File: src/rtl/core/pdpp_pkg.sv
// ----------------------------------------------------------------------------
// pdpp_pkg
// Shared types, register indexes, codes and the premultiply function.
// ----------------------------------------------------------------------------
package pdpp_pkg;

  // configuration port
  localparam int unsigned CFG_IDX_W  = 2;
  localparam int unsigned CFG_DATA_W = 13;
  localparam int unsigned CFG_DIM_W  = 13;
  localparam int unsigned CFG_SHIFT_W = 2;

  localparam logic [CFG_IDX_W-1:0] REG_SOURCE_WIDTH  = 2'd0;
  localparam logic [CFG_IDX_W-1:0] REG_SOURCE_HEIGHT = 2'd1;
  localparam logic [CFG_IDX_W-1:0] REG_SAMPLE_SHIFT  = 2'd2;
  localparam logic [CFG_IDX_W-1:0] REG_BYTE_ORDER    = 2'd3;

  // sample shift codes
  localparam logic [CFG_SHIFT_W-1:0] SHIFT_X1   = 2'd0;
  localparam logic [CFG_SHIFT_W-1:0] SHIFT_X2   = 2'd1;
  localparam logic [CFG_SHIFT_W-1:0] SHIFT_X4   = 2'd2;
  localparam logic [CFG_SHIFT_W-1:0] SHIFT_RSVD = 2'd3;

  // byte order codes
  localparam logic ORDER_RED_LOW   = 1'b0;
  localparam logic ORDER_ALPHA_LOW = 1'b1;

  localparam logic [7:0]  ALPHA_OPAQUE = 8'd255;
  localparam logic [15:0] PREMUL_ROUND = 16'd128;

  // decision of the sample selector for one pixel
  typedef struct packed {
    logic keep;
    logic frame_done;
  } sel_t;

  // c * a / 255 with rounding, 16-bit intermediate
  function automatic logic [7:0] premul(input logic [7:0] c, input logic [7:0] a);
    logic [15:0] p;
    logic [16:0] s;
    p = ({8'd0, c} * {8'd0, a}) + PREMUL_ROUND;
    s = {1'b0, p} + {9'd0, p[15:8]};
    return s[15:8];
  endfunction

endpackage

File: src/rtl/core/pdpp_pixel_if.sv
// ----------------------------------------------------------------------------
// pdpp_pixel_if
// Valid/ready channel carrying one RGBA source pixel per beat.
// ----------------------------------------------------------------------------
interface pdpp_pixel_if;
  logic       valid;
  logic       ready;
  logic [7:0] red;
  logic [7:0] green;
  logic [7:0] blue;
  logic [7:0] alpha;

  modport source (output valid, red, green, blue, alpha, input ready);
  modport sink   (input valid, red, green, blue, alpha, output ready);
endinterface

File: src/rtl/core/pdpp_result_if.sv
// ----------------------------------------------------------------------------
// pdpp_result_if
// Valid/ready channel carrying one packed output pixel per beat.
// ----------------------------------------------------------------------------
interface pdpp_result_if;
  logic        valid;
  logic        ready;
  logic [31:0] pixel_word;
  logic        frame_done;

  modport source (output valid, pixel_word, frame_done, input ready);
  modport sink   (input valid, pixel_word, frame_done, output ready);
endinterface

File: src/rtl/core/pdpp_pos_counter.sv
// ----------------------------------------------------------------------------
// pdpp_pos_counter
// Raster column and row counters, advanced once per accepted pixel beat.
// ----------------------------------------------------------------------------
module pdpp_pos_counter #(
  parameter int unsigned CW = 12,
  parameter int unsigned DW = 13
) (
  input  logic          clk_i,
  input  logic          rst_ni,
  input  logic          advance_i,
  input  logic [DW-1:0] width_i,
  input  logic [DW-1:0] height_i,
  output logic [CW-1:0] col_o,
  output logic [CW-1:0] row_o,
  output logic          last_col_o,
  output logic          last_row_o
);

  localparam int unsigned PW = CW + 1;

  logic [CW-1:0] col_q, col_d;
  logic [CW-1:0] row_q, row_d;
  logic [PW-1:0] col_inc;
  logic [PW-1:0] row_inc;

  // end of row and end of frame detection
  assign col_inc    = {1'b0, col_q} + PW'(1);
  assign row_inc    = {1'b0, row_q} + PW'(1);
  assign last_col_o = col_inc >= PW'(width_i);
  assign last_row_o = row_inc >= PW'(height_i);

  // wrap column into next row, row into next frame
  always_comb begin
    col_d = col_q;
    row_d = row_q;
    if (advance_i) begin
      if (last_col_o) begin
        col_d = '0;
        row_d = last_row_o ? '0 : row_inc[CW-1:0];
      end else begin
        col_d = col_inc[CW-1:0];
      end
    end
  end

  always_ff @(posedge clk_i or negedge rst_ni) begin
    if (!rst_ni) begin
      col_q <= '0;
      row_q <= '0;
    end else begin
      col_q <= col_d;
      row_q <= row_d;
    end
  end

  assign col_o = col_q;
  assign row_o = row_q;

endmodule

File: src/rtl/core/pdpp_sample_select.sv
// ----------------------------------------------------------------------------
// pdpp_sample_select
// Decides whether a pixel lies on the decimated grid and flags frame end.
// ----------------------------------------------------------------------------
module pdpp_sample_select #(
  parameter int unsigned CW = 12,
  parameter int unsigned DW = 13
) (
  input  logic [CW-1:0]                   col_i,
  input  logic [CW-1:0]                   row_i,
  input  logic                            last_col_i,
  input  logic                            last_row_i,
  input  logic [DW-1:0]                   width_i,
  input  logic [DW-1:0]                   height_i,
  input  logic [pdpp_pkg::CFG_SHIFT_W-1:0] shift_i,
  output pdpp_pkg::sel_t                  sel_o
);

  localparam int unsigned PW = (CW + 1 > DW) ? CW + 1 : DW;

  logic [DW-1:0] wo, ho;
  logic [CW-1:0] mask, half, colh;
  logic [PW-1:0] row_dec, col_dec;
  logic          row_on, col_on;

  always_comb begin
    // grid phase and spacing for the factor
    unique case (shift_i)
      pdpp_pkg::SHIFT_X1: begin
        mask = '0;
        half = '0;
      end
      pdpp_pkg::SHIFT_X2: begin
        mask = CW'(1);
        half = CW'(1);
      end
      default: begin
        mask = CW'(3);
        half = CW'(2);
      end
    endcase

    wo      = width_i >> shift_i;
    ho      = height_i >> shift_i;
    colh    = col_i - half;
    row_dec = PW'(row_i >> shift_i);
    col_dec = PW'(colh >> shift_i);

    row_on = ((row_i & mask) == '0) && (row_dec < PW'(ho));
    col_on = (col_i >= half) && ((colh & mask) == '0) && (col_dec < PW'(wo));

    // pass-through keeps every pixel, decimation keeps grid pixels only
    if (shift_i == pdpp_pkg::SHIFT_X1) begin
      sel_o.keep       = 1'b1;
      sel_o.frame_done = last_col_i && last_row_i;
    end else begin
      sel_o.keep       = (wo != '0) && (ho != '0) && row_on && col_on;
      sel_o.frame_done = (row_dec == PW'(ho - DW'(1))) && (col_dec == PW'(wo - DW'(1)));
    end
  end

endmodule

File: src/rtl/core/pdpp_premul_pack.sv
// ----------------------------------------------------------------------------
// pdpp_premul_pack
// Alpha premultiply of the color channels and packing into a 32-bit word.
// ----------------------------------------------------------------------------
module pdpp_premul_pack (
  input  logic [7:0]  red_i,
  input  logic [7:0]  green_i,
  input  logic [7:0]  blue_i,
  input  logic [7:0]  alpha_i,
  input  logic        decimate_i,
  input  logic        order_i,
  output logic [31:0] word_o
);

  logic       do_premul;
  logic [7:0] r, g, b;

  // premultiply only translucent pixels when decimating
  assign do_premul = decimate_i && (alpha_i != pdpp_pkg::ALPHA_OPAQUE);
  assign r = do_premul ? pdpp_pkg::premul(red_i, alpha_i)   : red_i;
  assign g = do_premul ? pdpp_pkg::premul(green_i, alpha_i) : green_i;
  assign b = do_premul ? pdpp_pkg::premul(blue_i, alpha_i)  : blue_i;

  // byte order, pass-through always packs red low
  always_comb begin
    if (decimate_i && (order_i == pdpp_pkg::ORDER_ALPHA_LOW)) begin
      word_o = {r, g, b, alpha_i};
    end else begin
      word_o = {alpha_i, b, g, r};
    end
  end

endmodule

File: src/rtl/core/pixel_decimate_premultiply_pack_top.sv
// An accepted input beat passes the input stage, then the output register.
// Throughput: one pixel per clock; ready drops only while a kept pixel waits
// behind a result beat that is stalled at the output register.
// Dropped pixels leave the input stage at once and never block the input.
// Reset (rst_ni low, async) clears counters and valid flags and sets the
// registers to width 1, height 1, factor 1, red-low byte order.
// ----------------------------------------------------------------------------
// pixel_decimate_premultiply_pack_top
// Nearest-neighbor decimation of an RGBA raster stream with alpha
// premultiply and selectable byte order packing.
// ----------------------------------------------------------------------------
module pixel_decimate_premultiply_pack_top #(
  parameter int unsigned MAX_DIMENSION = 4096
) (
  input  logic                              clk_i,
  input  logic                              rst_ni,
  input  logic                              cfg_we_i,
  input  logic [pdpp_pkg::CFG_IDX_W-1:0]    cfg_idx_i,
  input  logic [pdpp_pkg::CFG_DATA_W-1:0]   cfg_data_i,
  pdpp_pixel_if.sink                        in_px,
  pdpp_result_if.source                     out_px
);

  localparam int unsigned CW   = $clog2(MAX_DIMENSION);
  localparam int unsigned DW   = $clog2(MAX_DIMENSION + 1);
  localparam int unsigned CMPW = (DW > pdpp_pkg::CFG_DIM_W) ? DW : pdpp_pkg::CFG_DIM_W;

  // configuration registers
  logic [pdpp_pkg::CFG_DIM_W-1:0]   width_q, height_q;
  logic [pdpp_pkg::CFG_SHIFT_W-1:0] shift_q;
  logic                             order_q;

  always_ff @(posedge clk_i or negedge rst_ni) begin
    if (!rst_ni) begin
      width_q  <= pdpp_pkg::CFG_DIM_W'(1);
      height_q <= pdpp_pkg::CFG_DIM_W'(1);
      shift_q  <= pdpp_pkg::SHIFT_X1;
      order_q  <= pdpp_pkg::ORDER_RED_LOW;
    end else if (cfg_we_i) begin
      unique case (cfg_idx_i)
        pdpp_pkg::REG_SOURCE_WIDTH:  width_q  <= cfg_data_i[pdpp_pkg::CFG_DIM_W-1:0];
        pdpp_pkg::REG_SOURCE_HEIGHT: height_q <= cfg_data_i[pdpp_pkg::CFG_DIM_W-1:0];
        pdpp_pkg::REG_SAMPLE_SHIFT:  shift_q  <= cfg_data_i[pdpp_pkg::CFG_SHIFT_W-1:0];
        pdpp_pkg::REG_BYTE_ORDER:    order_q  <= cfg_data_i[0];
      endcase
    end
  end

  // effective frame size and factor
  logic [DW-1:0]                    w_eff, h_eff;
  logic [pdpp_pkg::CFG_SHIFT_W-1:0] sh_eff;

  always_comb begin
    if (width_q == '0) begin
      w_eff = DW'(1);
    end else if (CMPW'(width_q) > CMPW'(MAX_DIMENSION)) begin
      w_eff = DW'(MAX_DIMENSION);
    end else begin
      w_eff = DW'(width_q);
    end
    if (height_q == '0) begin
      h_eff = DW'(1);
    end else if (CMPW'(height_q) > CMPW'(MAX_DIMENSION)) begin
      h_eff = DW'(MAX_DIMENSION);
    end else begin
      h_eff = DW'(height_q);
    end
  end

  assign sh_eff = (shift_q == pdpp_pkg::SHIFT_RSVD) ? pdpp_pkg::SHIFT_X4 : shift_q;

  // handshake
  pdpp_pkg::sel_t sel;
  logic           s1_valid_q, out_valid_q;
  logic           out_free, s1_leave, in_ready, in_fire;

  assign out_free = !out_valid_q || out_px.ready;
  assign s1_leave = !sel.keep || out_free;
  assign in_ready = !s1_valid_q || s1_leave;
  assign in_fire  = in_px.valid && in_ready;
  assign in_px.ready = in_ready;

  // position counters
  logic [CW-1:0] col, row;
  logic          last_col, last_row;

  pdpp_pos_counter #(
    .CW (CW),
    .DW (DW)
  ) u_pos (
    .clk_i      (clk_i),
    .rst_ni     (rst_ni),
    .advance_i  (in_fire),
    .width_i    (w_eff),
    .height_i   (h_eff),
    .col_o      (col),
    .row_o      (row),
    .last_col_o (last_col),
    .last_row_o (last_row)
  );

  // input stage
  logic [7:0]    s1_red_q, s1_green_q, s1_blue_q, s1_alpha_q;
  logic [CW-1:0] s1_col_q, s1_row_q;
  logic          s1_last_col_q, s1_last_row_q;

  always_ff @(posedge clk_i or negedge rst_ni) begin
    if (!rst_ni) begin
      s1_valid_q <= 1'b0;
    end else if (in_ready) begin
      s1_valid_q <= in_px.valid;
    end
  end

  always_ff @(posedge clk_i) begin
    if (in_fire) begin
      s1_red_q      <= in_px.red;
      s1_green_q    <= in_px.green;
      s1_blue_q     <= in_px.blue;
      s1_alpha_q    <= in_px.alpha;
      s1_col_q      <= col;
      s1_row_q      <= row;
      s1_last_col_q <= last_col;
      s1_last_row_q <= last_row;
    end
  end

  // grid selection and pixel formatting
  logic [31:0] word;

  pdpp_sample_select #(
    .CW (CW),
    .DW (DW)
  ) u_sel (
    .col_i      (s1_col_q),
    .row_i      (s1_row_q),
    .last_col_i (s1_last_col_q),
    .last_row_i (s1_last_row_q),
    .width_i    (w_eff),
    .height_i   (h_eff),
    .shift_i    (sh_eff),
    .sel_o      (sel)
  );

  pdpp_premul_pack u_pack (
    .red_i      (s1_red_q),
    .green_i    (s1_green_q),
    .blue_i     (s1_blue_q),
    .alpha_i    (s1_alpha_q),
    .decimate_i (sh_eff != pdpp_pkg::SHIFT_X1),
    .order_i    (order_q),
    .word_o     (word)
  );

  // output register
  logic [31:0] out_word_q;
  logic        out_done_q;

  always_ff @(posedge clk_i or negedge rst_ni) begin
    if (!rst_ni) begin
      out_valid_q <= 1'b0;
    end else if (out_free) begin
      out_valid_q <= s1_valid_q && sel.keep;
    end
  end

  always_ff @(posedge clk_i) begin
    if (out_free && s1_valid_q && sel.keep) begin
      out_word_q <= word;
      out_done_q <= sel.frame_done;
    end
  end

  assign out_px.valid      = out_valid_q;
  assign out_px.pixel_word = out_word_q;
  assign out_px.frame_done = out_done_q;

endmodule

File: src/flat_wrapper.sv
// flat-port wrapper written by rule: the top's interface ports become plain ports
module pixel_decimate_premultiply_pack_top_flat 
#(
  parameter int unsigned MAX_DIMENSION = 4096
)
  (clk_i, rst_ni, cfg_we_i, cfg_idx_i, cfg_data_i, in_px_valid, in_px_red, in_px_green, in_px_blue, in_px_alpha, in_px_ready, out_px_valid, out_px_pixel_word, out_px_frame_done, out_px_ready);
  pdpp_pixel_if in_px_i ();
  pdpp_result_if out_px_i ();
  input  logic clk_i;
  input  logic rst_ni;
  input  logic cfg_we_i;
  input  logic [pdpp_pkg::CFG_IDX_W-1:0] cfg_idx_i;
  input  logic [pdpp_pkg::CFG_DATA_W-1:0] cfg_data_i;
  input wire logic [$bits(in_px_i.valid)-1:0] in_px_valid;
  input wire logic [$bits(in_px_i.red)-1:0] in_px_red;
  input wire logic [$bits(in_px_i.green)-1:0] in_px_green;
  input wire logic [$bits(in_px_i.blue)-1:0] in_px_blue;
  input wire logic [$bits(in_px_i.alpha)-1:0] in_px_alpha;
  output wire logic [$bits(in_px_i.ready)-1:0] in_px_ready;
  output wire logic [$bits(out_px_i.valid)-1:0] out_px_valid;
  output wire logic [$bits(out_px_i.pixel_word)-1:0] out_px_pixel_word;
  output wire logic [$bits(out_px_i.frame_done)-1:0] out_px_frame_done;
  input wire logic [$bits(out_px_i.ready)-1:0] out_px_ready;
  assign in_px_i.valid = in_px_valid;
  assign in_px_i.red = in_px_red;
  assign in_px_i.green = in_px_green;
  assign in_px_i.blue = in_px_blue;
  assign in_px_i.alpha = in_px_alpha;
  assign in_px_ready = in_px_i.ready;
  assign out_px_valid = out_px_i.valid;
  assign out_px_pixel_word = out_px_i.pixel_word;
  assign out_px_frame_done = out_px_i.frame_done;
  assign out_px_i.ready = out_px_ready;
  pixel_decimate_premultiply_pack_top #(.MAX_DIMENSION(MAX_DIMENSION)) u_core (.clk_i(clk_i), .rst_ni(rst_ni), .cfg_we_i(cfg_we_i), .cfg_idx_i(cfg_idx_i), .cfg_data_i(cfg_data_i), .in_px(in_px_i), .out_px(out_px_i));
endmodule
File: config.mk
export PLATFORM = sky130hd
export DESIGN_NAME = pixel_decimate_premultiply_pack_top_flat
export DESIGN_NICKNAME = d
export VERILOG_FILES = /design/src/rtl/core/pdpp_pkg.sv /design/src/rtl/core/pdpp_pixel_if.sv /design/src/rtl/core/pdpp_result_if.sv /design/src/rtl/core/pdpp_pos_counter.sv /design/src/rtl/core/pdpp_sample_select.sv /design/src/rtl/core/pdpp_premul_pack.sv /design/src/rtl/core/pixel_decimate_premultiply_pack_top.sv /design/src/flat_wrapper.sv
export SDC_FILE = /design/constraint.sdc
export NUM_CORES = 1
export LEC_CHECK = 0
export ABC_AREA = 1
export BUFFER_PORTS_ARGS = -buffer_cell sky130_fd_sc_hd__buf_2
export CAP_MARGIN = 20
export CORE_AREA = 3 3 206 208
export DETAILED_ROUTE_END_ITERATION = 16
export DIE_AREA = 0 0 209 211
export MAX_ROUTING_LAYER = met4
export SETUP_SLACK_MARGIN = 0.15
export SYNTH_ARGS = -nofsm -noshare
export SYNTH_HDL_FRONTEND = slang
export SYNTH_SLANG_ARGS = --single-unit
File: constraint.sdc
create_clock -name clk_i -period 17.7 [get_ports clk_i]
set_clock_uncertainty 0.2 [all_clocks]
set_input_delay 0.885 -clock clk_i [delete_from_list [all_inputs] [get_ports clk_i]]
set_output_delay 0.885 -clock clk_i [all_outputs]
set_load 0.05 [all_outputs]
== After elaboration in Yosys (flattened, before gate mapping) ==
Index checks and enable logic that the tools add are counted.
Operators by class
  $add $sub $neg: 11
  multiplexer cells: 14
  reductions and logical operators: 34
  multiply operators: 3
  shift-type cells: 4
  equality and inequality tests: 8
  magnitude comparators: 7
  bitwise gates (word level): 2
Operators with widths (count)
  13-bit two-way mux: 4
  16-bit by 8-bit adder with 16-bit output: 3
  16-bit by 8-bit adder with 16-bit output (second input constant): 3
  8-bit by 8-bit multiplier with 16-bit output: 3
  32-bit two-way mux: 1
  12-bit by 1-bit adder with 13-bit output (second input constant): 2
  13-bit == test: 2
  13-bit >= comparator: 2
  13-bit > comparator (second input constant): 2
  13-bit zero test: 2
  13-bit < comparator: 2
  13-bit nonzero test: 2
  12-bit by 2-bit >> shifter with 13-bit output: 2
  13-bit by 2-bit >> shifter with 13-bit output: 2
  13-bit by 1-bit subtractor with 13-bit output (second input constant): 2
  12-bit AND: 2
  12-bit zero test: 2
  12-bit two-way mux: 2
  8-bit two-way mux: 3
  1-bit logical AND: 14
  12-bit >= comparator: 1
  12-bit subtractor: 1
  2-bit AND reduction: 5
  8-bit != test (second input constant): 1
  other kinds (8): 18
Word-level totals
  register bits after elaboration: 146
  input port bits: 52

== Depth between registers and ports, before layout ==
  word-level depth: 16
  mapped depth: 38
  depth with buffers taken out: 36

== Hierarchy ==
A second synthesis with hierarchy kept.
Unflattened totals
  cell total of the unflattened synthesis: 2811
  area total of the unflattened synthesis: 19354.8 µm²
Modules (own cells, without submodules)
  pdpp_premul_pack: area an instance 9247.6 µm², cells an instance 1499, times used 1
  pixel_decimate_premultiply_pack_top: area an instance 4443.0 µm², cells an instance 282, times used 1
  pdpp_sample_select: area an instance 3349.5 µm², cells an instance 687, times used 1
  pdpp_pos_counter: area an instance 2314.7 µm², cells an instance 343, times used 1

== Least setup slack after synthesis ==
No wires, ideal clock.
  path type: flip-flop to flip-flop
  from: register u_core.s1_alpha_q[5]
  to: register u_core.out_word_q[16], in the netlist u_core.out_px.pixel_word[16] (data pin)
  clock period less this slack: 5.946 ns
  setup slack: 11.754 ns
  required time: 17.231 ns
  data arrival time: 5.476 ns
  path buffers: 2
  cell stages (with the launch flop): 31
  cell sequence: edfxtp_1 -> clkbuf_1 -> clkbuf_1 -> nand2_1 -> fa_1 -> fa_1 -> inv_1 -> fa_1 -> inv_1 -> fa_1 -> inv_1 -> ha_1 -> nand2_1 -> o21ai_0 -> nand2_1 -> nand2_1 -> xor2_1 -> inv_1 -> ha_1 -> nand2_1 -> nor2_1 -> a211oi_1 -> nand2_1 -> inv_1 -> nand2_1 -> nand4_1 -> nand2_1 -> xor2_1 -> nand2_1 -> nand3_1 -> o21ai_0
Between the ends
  longest elaborated chain between the ends: 5
  elaborated cells on any way between the ends: 11
  those cells by class: 4 x add/sub; 2 x mul; 1 x eq/ne; 3 x mux; 1 x reduce/logical
Ends and longest elaborated chain
  from (decl): RTL line pixel_decimate_premultiply_pack_top.sv:103  | logic [7:0] s1_red_q, s1_green_q, s1_blue_q, s1_alpha_q;
  from (signal assigned): RTL line pixel_decimate_premultiply_pack_top.sv:120  | s1_alpha_q <= in_px.alpha;
  8-bit by 8-bit multiplier with 16-bit output: RTL line pdpp_pkg.sv:41  | p = ({8'd0, c} * {8'd0, a}) + PREMUL_ROUND;
  16-bit by 8-bit adder with 16-bit output: RTL line pdpp_pkg.sv:41
  16-bit by 8-bit adder with 16-bit output: RTL line pdpp_pkg.sv:42  | s = {1'b0, p} + {9'd0, p[15:8]};
  8-bit two-way mux, on equally long branches: RTL line pdpp_premul_pack.sv:22, pdpp_premul_pack.sv:21
  32-bit two-way mux *: RTL line pdpp_premul_pack.sv:26  | if (decimate_i && (order_i == pdpp_pkg::ORDER_ALPHA_LOW)) begin
  net u_core.u_pack.word_o[16]: RTL line pdpp_premul_pack.sv:12  | output logic [31:0] word_o
  to (signal assigned): RTL line pixel_decimate_premultiply_pack_top.sv:169  | out_word_q <= word;
  to (decl): RTL line pixel_decimate_premultiply_pack_top.sv:156  | logic [31:0] out_word_q;
The timed path passes the listed nets; every way through them passes the cells marked *.
A chain may end at the register's enable or synchronous reset.

== Worst setup path in the final report ==
  from: register u_core.s1_alpha_q[5]
  to: register u_core.out_word_q[0], in the netlist u_core.out_px.pixel_word[0] (data pin)
Between the ends
  longest elaborated chain between the ends: 5
  elaborated cells on any way between the ends: 7
  those cells by class: 2 x add/sub; 1 x mul; 1 x eq/ne; 2 x mux; 1 x reduce/logical
Ends and longest elaborated chain
  8-bit by 8-bit multiplier with 16-bit output: RTL line pdpp_pkg.sv:41
  16-bit by 8-bit adder with 16-bit output: RTL line pdpp_pkg.sv:41
  16-bit by 8-bit adder with 16-bit output: RTL line pdpp_pkg.sv:42
  8-bit two-way mux *: RTL line pdpp_premul_pack.sv:20  | assign r = do_premul ? pdpp_pkg::premul(red_i, alpha_i) : red_i;
  32-bit two-way mux *: RTL line pdpp_premul_pack.sv:26
  net u_core.u_pack.word_o[0]: RTL line pdpp_premul_pack.sv:12
Marks and branches as above.

==> results.yml <==
clock_tree:
  postCtsHoldBufs: 0
  clock_latency_ns: 0.48
  cts_tree: "yes"
  cts_buffers: 17
  cts_sinks: 146
  clk_pin_slew_ns: 0.07
  htreeDepth: 4
  cts_setup_buffers: 0
  clockBufferDepth: 2
  root_buffer: "clkbuf_16"
  post_cts_resized: 0
setup_path:
  reg2reg_slack_ns: 10.94
  crit_path_max_fanout: 27
  r2r-end: "u_core.out_px.pixel_word[0]$_DFFE_PP_"
  worstPathRequired_ns: 17.69
  crit_slowest_cell: "edfxtp_1"
  arrival_ns: 6.74
  rr_worst_depth: 25
  startpoint_type: "flip-flop"
  critical_path_class: "reg2reg"
  timing.rr.start: "u_core.s1_alpha_q[5]$_DFFE_PP_"
  slowest_delay_ns: 0.99
  critical_path.endpoint_type: "flip-flop"
yosys:
  netlist_instances: 2592
  synth_edf_count: 91
  ys_ff_latch: 146
  ys_async_sr_fraction_pct: 37.7
  synth-seq-area-share_pct: 22.5
  syn_nets: 2949
  ys.flop_type: "edfxtp_1"
  syn_area_um2: 18200
  synth_area_per_cell_um2: 7.04
  synth_warnings: 0
  synth_cell_types: 55
sta:
  setup_tns_ns: 0
  fin_crit_sh_pct: 38.2
  rsz0062_at_grt: "false"
  hold_violations: 0
  fin_ws_ns: 10.94
  slew_headroom_pct: 29.0
  setup_viol: 0
  slew_violations: 0
  worst_pin_slew_ns: 1.06
  fmax_mhz: 148
  period_minus_slack_ns: 6.76
cells_and_area:
  layout.nets: 2980
  ff_latch_area_um2: 4110
  final_core_util_pct: 48.3
  final_cell_mix: "nand2_1 (740), inv_1 (519), nand3_1 (211)"
  final_area_um2: 19700
  multi_input_area_um2: 11800
  post_route_cells_drive_above_1_share_pct: 7.51
  layout_commonest_cell: "nand2_1"
  fillers: 4112
  area_delta_synth_final_pct: 7.83
grt:
  grtUsageTotal_pct: 22.7
  grt_max_degree: 71
  grt_pass1_vias: 16000
  grt_antenna_before_repair: 1
  grt_pass1_wl_mm: 78.8
  gr-total-overflow: 0
placement:
  place_area_um2: 19100
  preCtsSetupSlack_ns: 10.95
  gp_congestion: 0.942
  dp_hpwl_mm: 37.2
  io_buffer_count: 86
floorplan:
  ios: 87
  die_h_um: 211
  fp.dieArea_um2: 44100
  initial_core_util_pct: 44.8
  fp.dieW_um: 209
  row_count: 74
  core_area_um2: 40700
worst_hold_path:
  whs_path_depth: 0
  worstHoldEndpoint: "u_core.s1_row_q[4]$_DFFE_PP_"
  hold_class: "reg2reg"
  min_from: "u_core.u_pos.row_o[4]$_DFFE_PN0P_"
route:
  wl_mm: 47.3
  drt_iter0_drc: 938
  ant_nets: 0
  drt-vias-per-instance: 5.08
  vias: 16100
  dr.pass1.iters: 5
  drc_errors: 0
  wire_per_inst_um: 14.9
flow_run:
  drv_cap: 0
run_status:
  status: "finished, final reports clean"
## stage by stage
step / hold slack (ns) / cells
4_1_cts: 0.307 / 3167
5_1_grt: 0.318 / 3169
3_5_place_dp: 0.287 / 3135
2_1_floorplan: 0.253 / 2592
6_report: 0.304 / 3169
3_3_place_gp: 0.288 / 3135
## layer usage
layer / wire (um) / track usage [%] / share of wire (%) / vias to the layer above
li1: - / - / - / 8156
met1: 21600 / 28.5 / 46 / 7548
met2: 22800 / 38.1 / 48 / 332
met3: 1910 / 3.79 / 4.0 / 56
met4: 888 / 6.21 / 1.9 / 0
met5: 0 / - / 0 / -
## kinds of logic (layout without fill, tap and decap cells)
| logic type | after synthesis | after routing | synth area share [%] |
|---|---|---|---|
| simple gates | 1256 | 1256 | 29.3 |
| other cells | 0 | 1 | 0 |
| fa+ha+maj | 305 | 305 | 25.5 |
| flops | 146 | 146 | 22.5 |
| buf+inv | 620 | 664 | 13.1 |
| compound gates | 202 | 202 | 6.50 |
| xor+xnor | 63 | 63 | 3.10 |
## worst max-delay path, delay by kind of cell (launching register included)
kind,cells,cell delay [ns]
buffers and inverters,4,0.24
adders and majority gates,6,2.79
xor gates and xnor gates,2,0.44
AOI/OAI and AO/OA,8,1.13
and+or+nand+nor,5,0.65
DFF,1,0.99
## cell usage after synthesis, drive strengths merged, types with 2 or more instances
library cell  count  area share [%]
nand2           749              16
inv             532              11
nand3           216             6.1
ha              193              13
nor2            186             4.0
fa              112              12
edfxtp           91              15
o21ai            87             2.4
clkbuf           65             1.3
a21oi            60             1.7
dfrtp            53             7.3
nand4            50             1.7
xor2             46             2.2
or2              26            0.89
buf              23            0.79
nor3             17            0.47
xnor2            16            0.77
o21bai           15            0.62
o211ai           10            0.41
nand3b            6            0.27
o221ai            6            0.29
a211oi            5            0.21
a21o              5            0.21
nor4              3            0.10
a221oi            2            0.16
a31oi             2            0.10
dfstp             2            0.29
o21a              2           0.082
o22ai             2           0.069
## flip-flops by register name, summed over array words and instances, names as in the netlist, 2 cells and up
register / count
u_core.s1_col_q: 12
u_core.width_q: 13
u_core.shift_q: 2
u_core.s1_alpha_q: 8
u_core.u_pos.row_o: 12
u_core.s1_row_q: 12
u_core.s1_green_q: 8
u_core.s1_blue_q: 8
u_core.height_q: 13
u_core.out_px.pixel_word: 32
u_core.u_pos.col_o: 12
u_core.s1_red_q: 8
## layout make-up
type,count,share of cell area (%)
well taps,532,3.38
repair buffers,100,2.72
multi-input cells,1826,59.8
clock buffers,21,2.45
flip-flops and latches,146,20.9
inverters,532,10.2
clock inverters,11,0.566
diodes,1,0.0127
## worst max path at each step
stage               slack, ns                      startpoint                                      to
floorplan               11.75  u_core.s1_alpha_q[5]$_DFFE_PP_  u_core.out_px.pixel_word[16]$_DFFE_PP_
detailed placement      10.95  u_core.s1_alpha_q[5]$_DFFE_PP_   u_core.out_px.pixel_word[0]$_DFFE_PP_
global route            10.33  u_core.s1_alpha_q[5]$_DFFE_PP_   u_core.out_px.pixel_word[8]$_DFFE_PP_
CTS                     10.93  u_core.s1_alpha_q[5]$_DFFE_PP_   u_core.out_px.pixel_word[0]$_DFFE_PP_
finish                  10.94  u_core.s1_alpha_q[5]$_DFFE_PP_   u_core.out_px.pixel_word[0]$_DFFE_PP_
global placement        10.98  u_core.s1_alpha_q[6]$_DFFE_PP_  u_core.out_px.pixel_word[26]$_DFFE_PP_
Power is left out: the tool's default activity adds up to more than one toggle a clock period on the data nets, which glitch-free logic cannot reach.
